File: src/sv/qye_pkg.sv
// Shared types, constants and the arctangent table of the quaternion yaw extractor.
// No dependencies; every other .sv file imports this package.
`default_nettype none

package qye_pkg;

	localparam int COMPONENT_WIDTH_DEF = 16;
	localparam int ANGLE_STEPS_DEF     = 16;

	localparam int Q_W      = 32;
	localparam int T_W      = 34;
	localparam int XY_W     = 56;
	localparam int Z_W      = 36;
	localparam int ATAN_W   = 30;
	localparam int YAW_W    = 16;
	localparam int FLOOR_W  = 32;
	localparam int PRESCALE = 20;

	localparam int YAW_LIMIT   = 25736;
	localparam int ROUND_SHIFT = 17;

	localparam logic [FLOOR_W-1:0]    FLOOR_RESET = 32'd1;
	localparam logic signed [Z_W-1:0] PI_UNITS    = 36'sd3373259426;
	localparam logic signed [Z_W-1:0] ROUND_BIAS  = 36'sd65536;

	localparam int QUEUE_DEPTH = 2;
	localparam int QPTR_W      = $clog2(QUEUE_DEPTH);
	localparam int QCNT_W      = $clog2(QUEUE_DEPTH + 1);

	typedef struct packed {
		logic signed [T_W-1:0] t1;
		logic signed [T_W-1:0] t2;
		logic                  fresh;
	} qye_job_t;

	typedef enum logic [1:0] {
		FR_IDLE,
		FR_MUL,
		FR_FINISH
	} front_state_t;

	typedef enum logic [1:0] {
		BK_IDLE,
		BK_ROTATE,
		BK_ROUND,
		BK_EMIT
	} back_state_t;

	function automatic logic [ATAN_W-1:0] atan_units(input logic [4:0] idx);
		logic [ATAN_W-1:0] a;
		case (idx)
			5'd0:    a = 30'd843314857;
			5'd1:    a = 30'd497837829;
			5'd2:    a = 30'd263043837;
			5'd3:    a = 30'd133525159;
			5'd4:    a = 30'd67021687;
			5'd5:    a = 30'd33543516;
			5'd6:    a = 30'd16775851;
			5'd7:    a = 30'd8388437;
			5'd8:    a = 30'd4194283;
			5'd9:    a = 30'd2097149;
			5'd10:   a = 30'd1048576;
			5'd11:   a = 30'd524288;
			5'd12:   a = 30'd262144;
			5'd13:   a = 30'd131072;
			5'd14:   a = 30'd65536;
			5'd15:   a = 30'd32768;
			5'd16:   a = 30'd16384;
			5'd17:   a = 30'd8192;
			5'd18:   a = 30'd4096;
			5'd19:   a = 30'd2048;
			5'd20:   a = 30'd1024;
			5'd21:   a = 30'd512;
			5'd22:   a = 30'd256;
			5'd23:   a = 30'd128;
			5'd24:   a = 30'd64;
			5'd25:   a = 30'd32;
			5'd26:   a = 30'd16;
			5'd27:   a = 30'd8;
			5'd28:   a = 30'd4;
			5'd29:   a = 30'd2;
			5'd30:   a = 30'd1;
			5'd31:   a = 30'd1;
			default: a = '0;
		endcase
		return a;
	endfunction

endpackage

`default_nettype wire

File: src/sv/quaternion_yaw_extract_core.sv
// Top level of the quaternion yaw extractor: front end, job queue and CORDIC back end.
// Depends on qye_pkg, qye_front, qye_queue and qye_back.
//
// Takes one quaternion transaction and returns one yaw transaction, in order.
// The front end holds in_stall from each accept until its job is queued: one
// shared multiplier forms six products in FR_MUL, then FR_FINISH classifies the
// item against norm_floor, so it takes no new transaction before the last is queued.
// The back end takes a fresh yaw through ANGLE_STEPS CORDIC rotation steps,
// one step per cycle, then rounds it in BK_ROUND and passes it to BK_EMIT; a
// held or zero-vector result goes straight to BK_EMIT. Either way it takes no
// new job until the last one is emitted.
// A two-entry queue and an output register let either side stall alone.
// norm_floor resets to 1 and may be written only while the block is idle.
`default_nettype none

module quaternion_yaw_extract_core #(
	parameter int COMPONENT_WIDTH = qye_pkg::COMPONENT_WIDTH_DEF,
	parameter int ANGLE_STEPS     = qye_pkg::ANGLE_STEPS_DEF
) (
	input  logic                              clk,
	input  logic                              arst_n,
	input  logic                              norm_floor_we,
	input  logic [qye_pkg::FLOOR_W-1:0]       norm_floor_wdata,
	input  logic                              in_valid,
	output logic                              in_stall,
	input  logic signed [COMPONENT_WIDTH-1:0] comp_w,
	input  logic signed [COMPONENT_WIDTH-1:0] comp_x,
	input  logic signed [COMPONENT_WIDTH-1:0] comp_y,
	input  logic signed [COMPONENT_WIDTH-1:0] comp_z,
	input  logic                              comps_valid,
	output logic                              out_valid,
	input  logic                              out_stall,
	output logic signed [qye_pkg::YAW_W-1:0]  yaw_angle,
	output logic                              yaw_held
);
	import qye_pkg::*;

	qye_job_t front_job, back_job;
	logic     front_valid, front_stall;
	logic     back_valid, back_stall;

	qye_front #(
		.COMPONENT_WIDTH(COMPONENT_WIDTH)
	) u_front (
		.clk              (clk),
		.arst_n           (arst_n),
		.norm_floor_we    (norm_floor_we),
		.norm_floor_wdata (norm_floor_wdata),
		.in_valid         (in_valid),
		.in_stall         (in_stall),
		.comp_w           (comp_w),
		.comp_x           (comp_x),
		.comp_y           (comp_y),
		.comp_z           (comp_z),
		.comps_valid      (comps_valid),
		.job_valid        (front_valid),
		.job_stall        (front_stall),
		.job              (front_job)
	);

	qye_queue u_queue (
		.clk        (clk),
		.arst_n     (arst_n),
		.push_valid (front_valid),
		.push_stall (front_stall),
		.push_job   (front_job),
		.pop_valid  (back_valid),
		.pop_stall  (back_stall),
		.pop_job    (back_job)
	);

	qye_back #(
		.ANGLE_STEPS(ANGLE_STEPS)
	) u_back (
		.clk       (clk),
		.arst_n    (arst_n),
		.job_valid (back_valid),
		.job_stall (back_stall),
		.job       (back_job),
		.out_valid (out_valid),
		.out_stall (out_stall),
		.yaw_angle (yaw_angle),
		.yaw_held  (yaw_held)
	);

endmodule

`default_nettype wire

File: src/sv/qye_front.sv
// Front end: accepts quaternions, forms the six scaled products on one shared
// multiplier, classifies the item against norm_floor and queues a job. Uses qye_pkg.
`default_nettype none

module qye_front #(
	parameter int COMPONENT_WIDTH = qye_pkg::COMPONENT_WIDTH_DEF
) (
	input  logic                              clk,
	input  logic                              arst_n,
	input  logic                              norm_floor_we,
	input  logic [qye_pkg::FLOOR_W-1:0]       norm_floor_wdata,
	input  logic                              in_valid,
	output logic                              in_stall,
	input  logic signed [COMPONENT_WIDTH-1:0] comp_w,
	input  logic signed [COMPONENT_WIDTH-1:0] comp_x,
	input  logic signed [COMPONENT_WIDTH-1:0] comp_y,
	input  logic signed [COMPONENT_WIDTH-1:0] comp_z,
	input  logic                              comps_valid,
	output logic                              job_valid,
	input  logic                              job_stall,
	output qye_pkg::qye_job_t                 job
);
	import qye_pkg::*;

	localparam int PW = 2 * COMPONENT_WIDTH;

	localparam logic [2:0] TERM_WW   = 3'd0;
	localparam logic [2:0] TERM_XX   = 3'd1;
	localparam logic [2:0] TERM_YY   = 3'd2;
	localparam logic [2:0] TERM_ZZ   = 3'd3;
	localparam logic [2:0] TERM_WZ   = 3'd4;
	localparam logic [2:0] TERM_XY   = 3'd5;
	localparam logic [2:0] TERM_LAST = 3'd6;

	front_state_t state_q, state_d;

	logic [FLOOR_W-1:0]               norm_floor_q;
	logic signed [COMPONENT_WIDTH-1:0] w_q, x_q, y_q, z_q;
	logic                             valid_q;
	logic [2:0]                       cnt_q;
	logic [2:0]                       prev_term;
	logic signed [COMPONENT_WIDTH-1:0] mul_a, mul_b;
	logic signed [PW-1:0]             prod_s1;
	logic signed [Q_W-1:0]            scaled;
	logic signed [T_W-1:0]            scaled_ext;
	logic signed [T_W-1:0]            norm_q, yz_q, cross_q;
	logic                             accept;

	generate
		if (COMPONENT_WIDTH >= 16) begin : g_shr
			logic signed [PW-1:0] shr;
			assign shr    = prod_s1 >>> (PW - 30);
			assign scaled = shr[Q_W-1:0];
		end else begin : g_shl
			logic signed [Q_W-1:0] ext;
			assign ext    = {{(Q_W-PW){prod_s1[PW-1]}}, prod_s1};
			assign scaled = ext <<< (Q_W - PW);
		end
	endgenerate

	assign scaled_ext = {{(T_W-Q_W){scaled[Q_W-1]}}, scaled};
	assign prev_term  = cnt_q - 3'd1;
	assign in_stall   = (state_q != FR_IDLE);
	assign accept     = in_valid && !in_stall;

	assign job_valid = (state_q == FR_FINISH);
	assign job.t1    = cross_q <<< 1;
	assign job.t2    = norm_q - (yz_q <<< 1);
	assign job.fresh = valid_q && (norm_q >= $signed({{(T_W-FLOOR_W){1'b0}}, norm_floor_q}));

	always_comb begin
		case (cnt_q)
			TERM_WW: begin mul_a = w_q; mul_b = w_q; end
			TERM_XX: begin mul_a = x_q; mul_b = x_q; end
			TERM_YY: begin mul_a = y_q; mul_b = y_q; end
			TERM_ZZ: begin mul_a = z_q; mul_b = z_q; end
			TERM_WZ: begin mul_a = w_q; mul_b = z_q; end
			TERM_XY: begin mul_a = x_q; mul_b = y_q; end
			default: begin mul_a = '0;  mul_b = '0;  end
		endcase
	end

	always_ff @(posedge clk or negedge arst_n) begin
		if (!arst_n) begin
			state_q <= FR_IDLE;
		end else begin
			state_q <= state_d;
		end
	end

	always_comb begin
		state_d = state_q;
		case (state_q)
			FR_IDLE: begin
				if (accept) state_d = FR_MUL;
			end
			FR_MUL: begin
				if (cnt_q == TERM_LAST) state_d = FR_FINISH;
			end
			FR_FINISH: begin
				if (!job_stall) state_d = FR_IDLE;
			end
			default: state_d = FR_IDLE;
		endcase
	end

	always_ff @(posedge clk or negedge arst_n) begin
		if (!arst_n) begin
			norm_floor_q <= FLOOR_RESET;
		end else if (norm_floor_we) begin
			norm_floor_q <= norm_floor_wdata;
		end
	end

	always_ff @(posedge clk) begin
		prod_s1 <= mul_a * mul_b;
		if (accept) begin
			w_q     <= comp_w;
			x_q     <= comp_x;
			y_q     <= comp_y;
			z_q     <= comp_z;
			valid_q <= comps_valid;
			cnt_q   <= '0;
			norm_q  <= '0;
			yz_q    <= '0;
			cross_q <= '0;
		end else if (state_q == FR_MUL) begin
			cnt_q <= cnt_q + 3'd1;
			if (cnt_q != TERM_WW) begin
				if (prev_term inside {TERM_WW, TERM_XX, TERM_YY, TERM_ZZ})
					norm_q <= norm_q + scaled_ext;
				if (prev_term inside {TERM_YY, TERM_ZZ})
					yz_q <= yz_q + scaled_ext;
				if (prev_term inside {TERM_WZ, TERM_XY})
					cross_q <= cross_q + scaled_ext;
			end
		end
	end

endmodule

`default_nettype wire

File: src/sv/qye_queue.sv
// Short job queue between front and back end of the yaw extractor.
// Uses qye_pkg for the job type and depth.
`default_nettype none

module qye_queue (
	input  logic              clk,
	input  logic              arst_n,
	input  logic              push_valid,
	output logic              push_stall,
	input  qye_pkg::qye_job_t push_job,
	output logic              pop_valid,
	input  logic              pop_stall,
	output qye_pkg::qye_job_t pop_job
);
	import qye_pkg::*;

	qye_job_t          entry_q [QUEUE_DEPTH];
	logic [QPTR_W-1:0] wr_ptr_q, rd_ptr_q;
	logic [QCNT_W-1:0] count_q;
	logic              push, pop;

	assign push_stall = (count_q == QCNT_W'(QUEUE_DEPTH));
	assign pop_valid  = (count_q != '0);
	assign push       = push_valid && !push_stall;
	assign pop        = pop_valid && !pop_stall;
	assign pop_job    = entry_q[rd_ptr_q];

	always_ff @(posedge clk or negedge arst_n) begin
		if (!arst_n) begin
			wr_ptr_q <= '0;
			rd_ptr_q <= '0;
			count_q  <= '0;
		end else begin
			if (push)
				wr_ptr_q <= (wr_ptr_q == QPTR_W'(QUEUE_DEPTH - 1)) ? '0 : wr_ptr_q + 1'b1;
			if (pop)
				rd_ptr_q <= (rd_ptr_q == QPTR_W'(QUEUE_DEPTH - 1)) ? '0 : rd_ptr_q + 1'b1;
			if (push && !pop)
				count_q <= count_q + 1'b1;
			else if (pop && !push)
				count_q <= count_q - 1'b1;
		end
	end

	always_ff @(posedge clk) begin
		if (push)
			entry_q[wr_ptr_q] <= push_job;
	end

endmodule

`default_nettype wire

File: src/sv/qye_back.sv
// Back end: iterative CORDIC atan2 over queued jobs, held-yaw register and
// the output register. Uses qye_pkg for types, constants and the arctangent table.
`default_nettype none

module qye_back #(
	parameter int ANGLE_STEPS = qye_pkg::ANGLE_STEPS_DEF
) (
	input  logic                            clk,
	input  logic                            arst_n,
	input  logic                            job_valid,
	output logic                            job_stall,
	input  qye_pkg::qye_job_t               job,
	output logic                            out_valid,
	input  logic                            out_stall,
	output logic signed [qye_pkg::YAW_W-1:0] yaw_angle,
	output logic                            yaw_held
);
	import qye_pkg::*;

	localparam int SW   = $clog2(ANGLE_STEPS);
	localparam int RW   = Z_W - ROUND_SHIFT;
	localparam logic signed [RW-1:0] LIM_P = RW'(YAW_LIMIT);
	localparam logic signed [RW-1:0] LIM_N = -LIM_P;

	back_state_t state_q, state_d;

	logic signed [XY_W-1:0]  x_q, y_q, xs, ys, x0, y0;
	logic signed [Z_W-1:0]   z_q, step_atan, z_rnd;
	logic [SW-1:0]           step_q;
	logic signed [RW-1:0]    rnd;
	logic signed [YAW_W-1:0] sat;
	logic signed [YAW_W-1:0] res_yaw_q, held_yaw_q, yaw_q;
	logic                    res_held_q, held_q, out_valid_q;
	logic                    take, zero_vec, last_step, emit;

	assign job_stall = (state_q != BK_IDLE);
	assign take      = job_valid && !job_stall;
	assign zero_vec  = (job.t1 == '0) && (job.t2 == '0);
	assign last_step = (step_q == SW'(ANGLE_STEPS - 1));
	assign emit      = (state_q == BK_EMIT) && (!out_valid_q || !out_stall);

	assign x0 = {{(XY_W-T_W-PRESCALE){job.t2[T_W-1]}}, job.t2, {PRESCALE{1'b0}}};
	assign y0 = {{(XY_W-T_W-PRESCALE){job.t1[T_W-1]}}, job.t1, {PRESCALE{1'b0}}};

	assign xs        = x_q >>> step_q;
	assign ys        = y_q >>> step_q;
	assign step_atan = {{(Z_W-ATAN_W){1'b0}}, atan_units(5'(step_q))};

	assign z_rnd = z_q + ROUND_BIAS;
	assign rnd   = z_rnd[Z_W-1:ROUND_SHIFT];
	assign sat   = (rnd > LIM_P) ? LIM_P[YAW_W-1:0] :
	               (rnd < LIM_N) ? LIM_N[YAW_W-1:0] : rnd[YAW_W-1:0];

	assign out_valid = out_valid_q;
	assign yaw_angle = yaw_q;
	assign yaw_held  = held_q;

	always_ff @(posedge clk or negedge arst_n) begin
		if (!arst_n) begin
			state_q <= BK_IDLE;
		end else begin
			state_q <= state_d;
		end
	end

	always_comb begin
		state_d = state_q;
		case (state_q)
			BK_IDLE: begin
				if (take) state_d = (!job.fresh || zero_vec) ? BK_EMIT : BK_ROTATE;
			end
			BK_ROTATE: begin
				if (last_step) state_d = BK_ROUND;
			end
			BK_ROUND: state_d = BK_EMIT;
			BK_EMIT: begin
				if (emit) state_d = BK_IDLE;
			end
			default: state_d = BK_IDLE;
		endcase
	end

	always_ff @(posedge clk) begin
		case (state_q)
			BK_IDLE: begin
				if (take) begin
					res_held_q <= !job.fresh;
					res_yaw_q  <= job.fresh ? '0 : held_yaw_q;
					step_q     <= '0;
					if (job.t2 < 0) begin
						x_q <= -x0;
						y_q <= -y0;
						z_q <= (job.t1 >= 0) ? PI_UNITS : -PI_UNITS;
					end else begin
						x_q <= x0;
						y_q <= y0;
						z_q <= '0;
					end
				end
			end
			BK_ROTATE: begin
				step_q <= step_q + 1'b1;
				if (y_q < 0) begin
					x_q <= x_q - ys;
					y_q <= y_q + xs;
					z_q <= z_q - step_atan;
				end else begin
					x_q <= x_q + ys;
					y_q <= y_q - xs;
					z_q <= z_q + step_atan;
				end
			end
			BK_ROUND: begin
				res_yaw_q  <= sat;
				res_held_q <= 1'b0;
			end
			default: ;
		endcase
		if (emit) begin
			yaw_q  <= res_yaw_q;
			held_q <= res_held_q;
		end
	end

	always_ff @(posedge clk or negedge arst_n) begin
		if (!arst_n) begin
			out_valid_q <= 1'b0;
			held_yaw_q  <= '0;
		end else begin
			if (emit)
				out_valid_q <= 1'b1;
			else if (!out_stall)
				out_valid_q <= 1'b0;
			if (emit && !res_held_q)
				held_yaw_q <= res_yaw_q;
		end
	end

endmodule

`default_nettype wire

File: config.mk
export PLATFORM = sky130hd
export DESIGN_NAME = quaternion_yaw_extract_core
export DESIGN_NICKNAME = d
export VERILOG_FILES = /design/src/sv/qye_pkg.sv /design/src/sv/quaternion_yaw_extract_core.sv /design/src/sv/qye_front.sv /design/src/sv/qye_queue.sv /design/src/sv/qye_back.sv
export SDC_FILE = /design/constraint.sdc
export NUM_CORES = 2
export LEC_CHECK = 0
export BUFFER_PORTS_ARGS = -buffer_cell sky130_fd_sc_hd__buf_2
export CAP_MARGIN = 20
export CORE_ASPECT_RATIO = 0.8
export CORE_MARGIN = 4
export CORE_UTILIZATION = 65
export CTS_CLUSTER_DIAMETER = 60
export DETAILED_ROUTE_END_ITERATION = 10
export HOLD_SLACK_MARGIN = 0.03
export PLACE_DENSITY = 0.92
export SLEW_MARGIN = 15
export SYNTH_ARGS = -nofsm -noshare
export SYNTH_HDL_FRONTEND = slang
export SYNTH_SLANG_ARGS = --single-unit
File: constraint.sdc
create_clock -name clk -period 22.2 [get_ports clk]
set_input_delay 2.22 -clock clk [delete_from_list [all_inputs] [get_ports clk]]
set_output_delay 2.22 -clock clk [all_outputs]
set_load 0.01 [all_outputs]
Word level (Yosys, flattened, before mapping)
Memories as Yosys holds them, arrays and structs flattened. A register that Yosys moved wholly into a read port is not among the register bits.
Cells that the tools add are included.

operators by class
  add/sub/neg operators = 20
  multipliers = 1
  order comparisons = 6
  eq/ne operators = 25
  shift-type cells = 2
  mux-type cells = 42
  reductions and logical operators = 47

operator list
  kind                                                             count
  two-way mux 56 bit                                               6
  case mux 56 bit (2 select lines)                                 2
  two-way mux 36 bit                                               4
  case mux 16 bit (4 select lines)                                 2
  adder 56 bit                                                     2
  negator 54 -> 56 bit                                             2
  >>> shifter 56 x 4 -> 56 bit                                     2
  subtractor 56 bit                                                2
  adder 34 x 30 -> 34 bit                                          3
  case mux 36 bit (2 select lines)                                 1
  logical NOT 34 bit                                               2
  two-way mux 16 bit                                               4
  less-than comparator 56 x 1 -> 1 bit, second input constant      1
  adder 36 x 18 -> 36 bit, second input constant                   1
  adder 36 x 31 -> 36 bit                                          1
  subtractor 36 x 31 -> 36 bit                                     1
  >= comparator 34 x 1 -> 1 bit, second input constant             1
  >= comparator 34 x 33 -> 1 bit                                   1
  less-than comparator 34 x 1 -> 1 bit, second input constant      1
  subtractor 34 bit                                                1
  multiplier 16 x 16 -> 32 bit                                     1
  case mux 16 bit (2 select lines)                                 1
  greater-than comparator 19 x 16 -> 1 bit, second input constant  1
  less-than comparator 19 x 16 -> 1 bit, second input constant     1
  other kinds (32)                                                 99

storage, ports and cells
  register bits after elaboration = 445
  RAM bits = 136
  bits in read-only memories = 480
  bits of input ports = 102
  output and inout bits = 19
  logic and storage cells = 171
  memories = 2

memories
  memory           depth  bits a word  read ports  clocked after Yosys merged registers in  wr ports  line             source
  (no name shown)  16     30           1           1                                        0         qye_pkg.sv:51    case (idx)
  u_queue.entry_q  2      68           1           0                                        1         qye_queue.sv:17  qye_job_t entry_q [QUEUE_DEPTH];

Longest topological paths before layout
  depth in word-level cells = 7
  mapped depth = 35
  mapped depth without buffers = 31

Modules after synthesis
A second synthesis with hierarchy kept.

unflattened totals
  cell total of the unflattened synthesis = 6,400
  area total of the unflattened synthesis = 59,140.5 um2

by module, submodules not included
  module     times used  cells an instance  area an instance (um2)  seq. area each (um2)
  qye_back   1           3,338              29,115.4                6,621.4
  qye_front  1           2,828              24,491.0                5,466.5
  qye_queue  1           234                5,534.1                 4,244.1

Least setup slack after synthesis
OpenSTA, ideal clock, no wires.

  kind = reg2reg
  start point = register u_front.cnt_q[2]
  end point = register u_front.prod_s1[31]
  library setup time = 0.072 ns
  arrival time = 8.283 ns
  data required time = 22.128 ns
  setup slack = 13.845 ns
  cell stages (with the launch flop) = 32
  path buffers = 6
  period minus slack after synthesis = 8.355 ns
  cells stage by stage = dfxtp_1 clkbuf_1 clkbuf_1 buf_1 inv_1 ha_1 clkbuf_1 clkbuf_1 a21oi_1 clkbuf_1 nand2_1 fa_1 fa_1 inv_1 fa_1 fa_1 fa_1 inv_1 fa_1 inv_1 ha_1 nand4_1 nor3_1 a2111oi_0 a21oi_1 o21a_1 o41ai_1 o21ai_0 nor3_1 o21bai_1 a21oi_1 xnor2_1

between the ends
  cells in the longest elaborated chain, start to end = 4
  elaborated cells on any way between the ends = 13
  classes of those cells = 1 x mul; 5 x eq/ne; 2 x mux; 5 x reduce/logical

ends and longest elaborated chain
  what                                                        line              source
  start, declared                                             qye_front.sv:40   logic [2:0] cnt_q;
  start signal, assigned                                      qye_front.sv:128  cnt_q <= cnt_q + 3'd1;
  equality test 3 x 1 -> 1 bit, or another cell as far along  qye_front.sv:72   case (cnt_q)
  OR reduction 2 bit (no line)                                n/a
  case mux 16 bit (4 select lines)                            qye_front.sv:72
  multiplier 16 x 16 -> 32 bit (*)                            qye_front.sv:116  prod_s1 <= mul_a * mul_b;
  end signal, assigned                                        qye_front.sv:116
  end, declared                                               qye_front.sv:43   logic signed [PW-1:0] prod_s1;

Every way passes the cells marked *; elsewhere a longest branch is shown, timed or not.
A chain may end at the register's enable or synchronous reset.

Worst setup path in the final report
  start point = register u_front.cnt_q[0]
  end point = register u_front.prod_s1[31]

Same word-level chain as after synthesis.

==> results_dict.tcl <==
set metrics [dict create \
    syn_inst 6278 \
    synth_common_cells "nand2_1, nor2_1, inv_1" \
    grt_antenna_before_repair 2 \
    post_cts_buffers 0 \
    start_util_pct 66.0 \
    grt_pass1_wl_um 250000 \
    fin_nets 7035 \
    routed_via_density 6.63 \
    drv_slew 0 \
    firstDrtPassIters 6 \
    cp-end-kind "register" \
    crit_path_start_kind "register" \
    grt_overflow_total 0 \
    cts_resized 0 \
    avgSynthCellArea_um2 9.08 \
    num_io_pins 121 \
    cts.sinks 605 \
    max_stage_delay_ns 0.71 \
    grtUsageTotal_pct 33.2 \
    drt-initial-drc-count 6743 \
    fin_crit_ns 9.32 \
    period_share_pct 42.0 \
    dp_hpwl_um 118000 \
    cp_common_cell "fa_1" \
    yosys.cell_types.count 93 \
    r2r_setup_slack_ns 12.88 \
    ys_seq_area_share_pct 28.6 \
    fillers 6133 \
    synth_top_area_share_pct 20.4 \
    drive_gt1_share_pct 8.36 \
    whs_endpoint "u_back.yaw_angle[10]" \
    h-tree-depth 3 \
    relSlewSlack_pct 31.2 \
    critPathKind "reg2reg" \
    cts_buffers 69 \
    reg2reg_depth 28 \
    synth_area_um2 57000 \
    synth_nets 7065 \
    yosysMostFrequentCell "nand2_1" \
    slowest_stage "nor2b_2" \
    gp_congestion 0.996 \
    holdBufCountCts 0 \
    synth_flop_cell "edfxtp_1" \
    ant_nets 0 \
    cts_tree "built" \
    rsz0062_at_grt "no" \
    portBuffers 120 \
    hold_path.startpoint "u_back.res_yaw_q[10]" \
    fin_skew_ns 0.0269 \
    r2r-end "u_front.prod_s1[31]" \
    grt_start_max_net_pins 125 \
    async_flop_share_pct 9.42 \
    hold_path_class "reg2reg" \
    max_cap_violations 0 \
    grt_pass1_vias 47500 \
    tns_ns 0 \
    drc 0 \
    cts-root-buf "clkbuf_16" \
    die_w_um 339 \
    vias 49300 \
    worstPathMaxFanout 17 \
    die_h_um 273 \
    synth_area_leaders "edfxtp_1, fa_1, ha_1" \
    synth_top_area_cell "edfxtp_1" \
    drt-total-wl_um 158000 \
    area_growth_pct 6.58 \
    final_util_pct 70.3 \
    maxClockFrequency_mhz 107 \
    post-place-ws_ns 12.66 \
    holdPathStages 0 \
    ys_warn_count 0 \
    routedWlPerCell_um 21.3 \
    clk_pin_slew_worst_paths_ns 0.07 \
    clk_latency_ns 0.65 \
    hold_violations 0 \
    setup_viol 0 \
    core_region_area_um2 86400 \
    synth_seq_cells 605 \
    critPathArrivalTime_ns 9.88 \
    required_ns 22.76 \
    clock_path_buffers 3 \
    setup_ws_ns 12.88 \
    rows 96 \
    tightest_slew_ns 1.00 \
    die_area_um2 92500 \
    synth_edf_count 387 \
    reg2reg_from "u_front.cnt_q[0]" \
    outcome "complete, no violations" \
]
==> flip-flops by register name, indices dropped and copies added (netlist names), 2 cells and up <==
name and count:
u_back.state_q 2, u_front.x_q 16, u_back.res_yaw_q 16, u_front.cnt_q 3, u_back.yaw_angle 16, u_front.cross_q 33
u_back.y_q 56, u_front.y_q 16, u_front.w_q 16, u_front.norm_q 34, u_back.held_yaw_q 16, u_back.step_q 4
u_front.z_q 16, u_front.yz_q 33, u_front.state_q 2, u_back.step_atan 28, u_back.x_q 56, u_front.prod_s1 30
u_back.z_q 36, u_queue.count_q 2, u_queue.entry_q 136, u_front.norm_floor_q 32
==> cell type report <==
| cell class | instances | area [um^2] | area share, % |
|---|---|---|---|
| inverter | 505 | 1910 | 3.14 |
| sequential | 605 | 16300 | 26.8 |
| multi-input combinational | 4897 | 37700 | 62.1 |
| antenna | 2 | 5.00 | 0.00824 |
| tap | 1127 | 1410 | 2.32 |
| timing repair buffer | 170 | 988 | 1.63 |
| clock buffer | 84 | 1880 | 3.09 |
| clock inverter | 43 | 582 | 0.958 |
==> how the worst max path moves through the flow <==
stage | start | to | slack, ns | cells past startpoint
2_1_floorplan | u_front.cnt_q[2] | u_front.prod_s1[31] | 13.85 | 31
6_report | u_front.cnt_q[0] | u_front.prod_s1[31] | 12.88 | 28
3_3_place_gp | u_front.cnt_q[0] | u_front.prod_s1[31] | 12.87 | 30
4_1_cts | u_front.cnt_q[0] | u_front.prod_s1[31] | 12.64 | 30
5_1_grt | u_front.cnt_q[0] | u_front.prod_s1[31] | 12.15 | 28
3_5_place_dp | u_front.cnt_q[0] | u_front.prod_s1[31] | 12.66 | 30
==> logic make-up (layout without fill, tap and decap cells) <==
group / Yosys count / after routing / share of synthesized area, %
mux: 331 / 331 / 8.52
simple gates: 1853 / 1853 / 14.9
fa+ha+maj: 685 / 685 / 18.6
xor+xnor: 469 / 469 / 7.21
compound gates: 1559 / 1559 / 16.9
flops: 605 / 605 / 28.6
other cells: 0 / 2 / 0
buf+inv: 776 / 802 / 5.39
==> cell usage in the layout, fill, tap and decap left out, types with 105 or more instances in the layout <==
cell,n
nor2_1,529
buf_2,120
ha_1,415
o21ai_0,389
mux4_2,110
nor3_1,105
edfxtp_1,387
inv_1,500
fa_1,269
xor2_1,184
mux2i_1,148
a21o_1,143
dfxtp_1,161
nand2_1,671
xnor2_1,285
a21oi_1,493
==> critical path, delay by kind of cell (launching register included) <==
family | cells | cell delay [ns]
AOI/OAI and AO/OA | 10 | 2.86
buffers and inverters | 4 | 0.64
adders and majority gates | 8 | 3.79
DFF | 1 | 0.37
and+or+nand+nor | 5 | 1.46
xor gates and xnor gates | 1 | 0.13
==> per-layer routing <==
metal	track usage, %	vias to the layer above	share of wire [%]	routed length (um)
met5	0	-	0	0
met4	13.7	0	4.5	7090
met3	7.79	603	12	19000
met2	51.3	3129	44	70100
met1	45.4	23400	39	62200
li1	-	22200	-	-
==> per-stage QoR <==
| step | std cells | hold slack [ns] | cell area (um^2) |
|---|---|---|---|
| floorplan | 6278 | 0.420 | 57000 |
| global placement | 7302 | 0.430 | 58200 |
| detailed placement | 7302 | 0.439 | 58200 |
| CTS | 7429 | 0.448 | 60700 |
| global route | 7431 | 0.450 | 60700 |
| finish | 7433 | 0.456 | 60700 |
Power is not shown: default switching activity piles up to over one toggle a cycle in this logic, so the estimate is an artifact.
